## src/rtl/core/gmkf_ram.sv

```systemverilog
// ----------------------------------------------------------------------------
// gmkf_ram: generic single-port-write, single-port-read RAM
// One write and one read per cycle; the read data is registered.
// ----------------------------------------------------------------------------
module gmkf_ram #(
   parameter int WIDTH = 32,
   parameter int DEPTH = 64,
   localparam int AW = (DEPTH > 1) ? $clog2(DEPTH) : 1
) (
   input  logic             clock,
   input  logic             wr_en,
   input  logic [AW-1:0]    wr_addr,
   input  logic [WIDTH-1:0] wr_data,
   input  logic [AW-1:0]    rd_addr,
   output logic [WIDTH-1:0] rd_data
);

   logic [WIDTH-1:0] mem_ff [DEPTH];
   logic [WIDTH-1:0] rd_data_ff;

   always_ff @(posedge clock) begin
      if (wr_en) begin
         mem_ff[wr_addr] <= wr_data;
      end
      rd_data_ff <= mem_ff[rd_addr];
   end

   assign rd_data = rd_data_ff;

endmodule

```

## config.mk

```make
export PLATFORM = sky130hd
export DESIGN_NAME = gmkf_ram
export DESIGN_NICKNAME = d
export VERILOG_FILES = /design/src/rtl/core/gmkf_ram.sv
export SDC_FILE = /design/constraint.sdc
export NUM_CORES = 2
export LEC_CHECK = 0
export ABC_AREA = 0
export BUFFER_PORTS_ARGS = -buffer_cell sky130_fd_sc_hd__buf_4
export CORE_UTILIZATION = 35
export CTS_BUF_LIST = sky130_fd_sc_hd__clkbuf_4
export DETAILED_ROUTE_END_ITERATION = 16
export MAX_ROUTING_LAYER = met4
export PLACE_DENSITY_LB_ADDON = 0.12
export SYNTH_ARGS = -nofsm -noshare
export SYNTH_HDL_FRONTEND = slang
export SYNTH_SLANG_ARGS = --single-unit
export TNS_END_PERCENT = 20
```

## constraint.sdc

```tcl
create_clock -name clock -period 3.86 [get_ports clock]
set_input_delay 0.193 -clock clock [delete_from_list [all_inputs] [get_ports clock]]
set_output_delay 0.193 -clock clock [all_outputs]
set_load 0.02 [all_outputs]
```

==> summary.md <==
| Metric | Value |
|---|---|
| Die Area | 226000 µm² |
| GPL Wtd Cong | 0.750 |
| Post-Layout Cell Count | 7515 |
| Layout cells sized above 1 | 0.405 |
| Final period utilization | 0.872 |
| Routed WL | 234 mm |
| Dpl hpwl | 126 mm |
| Row count | 173 |
| Cell variety after synth | 34 |
| Clock network power share | 0.423 |
| Cell repeated most along the worst path | dlygate4sd3_1 |
| Num ports | 78 |
| CTS H-tree depth | 6 |
| Post-placement cell count | 6373 |
| Max incr delay on CP | 610 ps |
| Relative slew slack | 0.269 |
| Worst R2R Setup Slack | 560 ps |
| Cells after Synth | 3324 |
| Initial Util | 0.353 |
| IO Port Bufs | 77 |
| Flop pwr share | 0.522 |
| Cell Int Power | 0.0373 W |
| Vias per cell | 5.24 |
| RSZ-0062 raised after global routing | no |
| WP data arrival | 4580 ps |
| Sw power | 0.0109 W |
| GRT Residual Overflow | 0 |
| Max Fclk | 297 MHz |
| Via count | 39399 |
| Maximum VDD drop | 0.271 mV |
| Mapped Nets | 3370 |
| Combinational power share | 0.055 |
| Clk pin slew, worst setup/hold paths | 60 ps |
| CTS Root Cell | clkbuf_4 |
| WHS | 174 ps |
| Worst Tran Pin Value | 1090 ps |
| Outcome | completed |
| Final hold violation count | 0 |
| Post-synthesis sequential area ratio | 0.791 |
| Critical path class | in -> reg |
| Core area | 223000 µm² |
| Post-DRT Antenna Nets | 0 |
| Sink Count | 2080 |
| TNS Setup | 0 ps |
| Final nets | 4156 |
| Req. time, crit path | 5070 ps |
| Total GRT Usage | 0.215 |
| TritonCTS clock tree | built |
| Die width | 476 µm |
| Synthesized cell area | 78500 µm² |
| Syn-to-layout area delta | 19.4% |
| Crit. End Element | register |
| Switching part of the total | 0.226 |
| First-pass iteration count of the detailed router | 5 |
| Final setup violating endpoints | 0 |
| CP Launch Type | input port |
| Ys Warns | 0 |
| First-iteration detailed-routing DRC count | 3622 |
| Yosys reg bits | 2080 |
| Initial antenna violation count | 13 |
| CP Max Fanout | 56 |
| Clock Latency Late Sink | 1350 ps |
| Sequence of cells on the critical path | dlygate4sd3_1 > buf_8 > buf_12 > mux4_2 > mux2i_1 > nor2_1 > dlygate4sd3_1 > a311oi_1 > dlygate4sd3_1 > nor3_1 > dlygate4sd3_1 |
| Slowest CP cell | dlygate4sd3_1 |
| Cts bufs inserted | 582 |
| Leak pwr | 30.1 nW |
| Vias in the first global route | 41696 |
| WL/cell | 31.1 µm |
| CTS max path bufs | 4 |
| Cts repair resizes | 0 |
| Final min period | 3370 ps |
| Final clock skew | 68.4 ps |
| Max-cap violation count | 0 |
| Global-route wire length before repair | 325 mm |
| # DRC | 0 |
| Die height | 476 µm |
| Largest net degree at the start of global routing | 65 |
| Hold crit path type | in -> reg |
| Final Max Slew Viols | 0 |
| PwrDens | 514 nW/µm² |
| Avg Cell Area, Syn | 23.6 µm² |
-- cells by family after synthesis --
family / after synthesis / synth area share
buffers and inverters: 182 / 0.0113
AND/OR/NAND/NOR: 223 / 0.0127
flip-flops: 2080 / 0.791
multiplexers: 637 / 0.168
AO/OA/AOI/OAI: 202 / 0.0167
-- layer usage --
metal / part of all wire / vias up / routed length [µm] / global-route usage
met3: 0.056 / 379 / 13000 / 0.0406
li1: - / 16266 / - / -
met2: 0.48 / 1395 / 113000 / 0.332
met1: 0.43 / 21359 / 101000 / 0.284
met5: 0 / - / 0 / -
met4: 0.030 / 0 / 7110 / 0.0796
-- cells in the mapped netlist --
cell | n | area share
a21oi_1 | 62 | 0.0040
a22oi_1 | 12 | 0.0011
a311oi_1 | 8 | 0.00089
a31oi_1 | 1 | 0.000080
a41o_1 | 4 | 0.00051
and2_1 | 2 | 0.00016
and3_1 | 4 | 0.00032
buf_1 | 21 | 0.0010
buf_2 | 57 | 0.0036
buf_4 | 25 | 0.0024
buf_6 | 5 | 0.00072
clkbuf_1 | 74 | 0.0035
dfxtp_1 | 32 | 0.0082
edfxtp_1 | 2048 | 0.78
mux2i_1 | 93 | 0.012
mux4_2 | 544 | 0.16
nand2_1 | 26 | 0.0012
nand2b_1 | 8 | 0.00064
nand3_1 | 5 | 0.00032
nand3b_1 | 5 | 0.00048
nand4_1 | 2 | 0.00016
nand4b_1 | 1 | 0.00011
nor2_1 | 137 | 0.0065
nor2b_1 | 15 | 0.0012
nor3_1 | 7 | 0.00045
o221ai_1 | 27 | 0.0030
o22ai_1 | 84 | 0.0067
o32ai_1 | 4 | 0.00045
or2_0 | 1 | 0.000080
or2_1 | 1 | 0.000080
or2_2 | 1 | 0.000080
or3_1 | 3 | 0.00024
or3b_1 | 2 | 0.00022
or3b_2 | 3 | 0.00033
-- state kept, by name, indices dropped and copies added, names as in the netlist --
| register | flops |
|---|---|
| mem_ff | 2048 |
| rd_data | 32 |
-- power by group through the flow --
stage / clock, W / combinational (W) / sequential, W
final: 0.0204 / 0.00263 / 0.0251
after global routing: 0.0221 / 0.00280 / 0.0251
after CTS: 0.0210 / 0.00270 / 0.0251
after detailed placement: 0 / 0.00248 / 0.0256
after global placement: 0 / 0.00247 / 0.0256
after floorplan: 0 / 0.00122 / 0.0256
-- metrics by stage --
step / power (W) / setup WS (ps) / util / cell area (µm²)
global route: 0.0501 / 429 / 0.421 / 93700
CTS: 0.0489 / 549 / 0.421 / 93700
global placement: 0.0281 / 455 / 0.379 / 84400
floorplan: 0.0268 / 507 / - / 78500
detailed placement: 0.0281 / 464 / 0.379 / 84400
finish: 0.0482 / 494 / 0.421 / 93700
-- worst max-delay path: cells and delay by family --
family,cells,cell delay [ps]
mux,2,750
buf+inv,6,3200
compound gates,1,230
simple gates,2,100
-- cell type report --
class / instances / area [µm²]
antenna: 15 / 37.5
clock buffer: 889 / 6670
clock inverter: 110 / 754
fill: 19806 / 129000
multi-input combinational: 1062 / 16000
sequential: 2080 / 62100
tap: 2975 / 3720
timing repair buffer: 384 / 4420
-- cell usage in the layout (no fill, tap or decap), types with 30 or more instances in the layout --
cell,count
a21oi_1,62
buf_12,53
buf_16,30
buf_4,200
clkbuf_4,889
clkinv_1,68
dfxtp_1,32
dlygate4sd3_1,97
edfxtp_1,2048
mux2i_1,93
mux4_2,544
nor2_1,75
nor2_4,62
o22ai_1,84
-- path summary, 6_finish.rpt --
path            endpoint  cells past startpoint     startpoint
max          rd_data[20]                     11     rd_addr[0]
min          rd_data[28]                      4     rd_addr[4]
max reg2reg   rd_data[3]                      8  mem_ff[15][3]
min reg2reg   rd_data[4]                      4  mem_ff[28][4]
-- timing repair --
item / 4_1_cts / 5_1_grt
hold buffers: 128 / 0
endpoints found under the hold margin: 3029 / 0
setup buffers: 0 / 0
No activity file was read; power rests on OpenSTA's default activity.
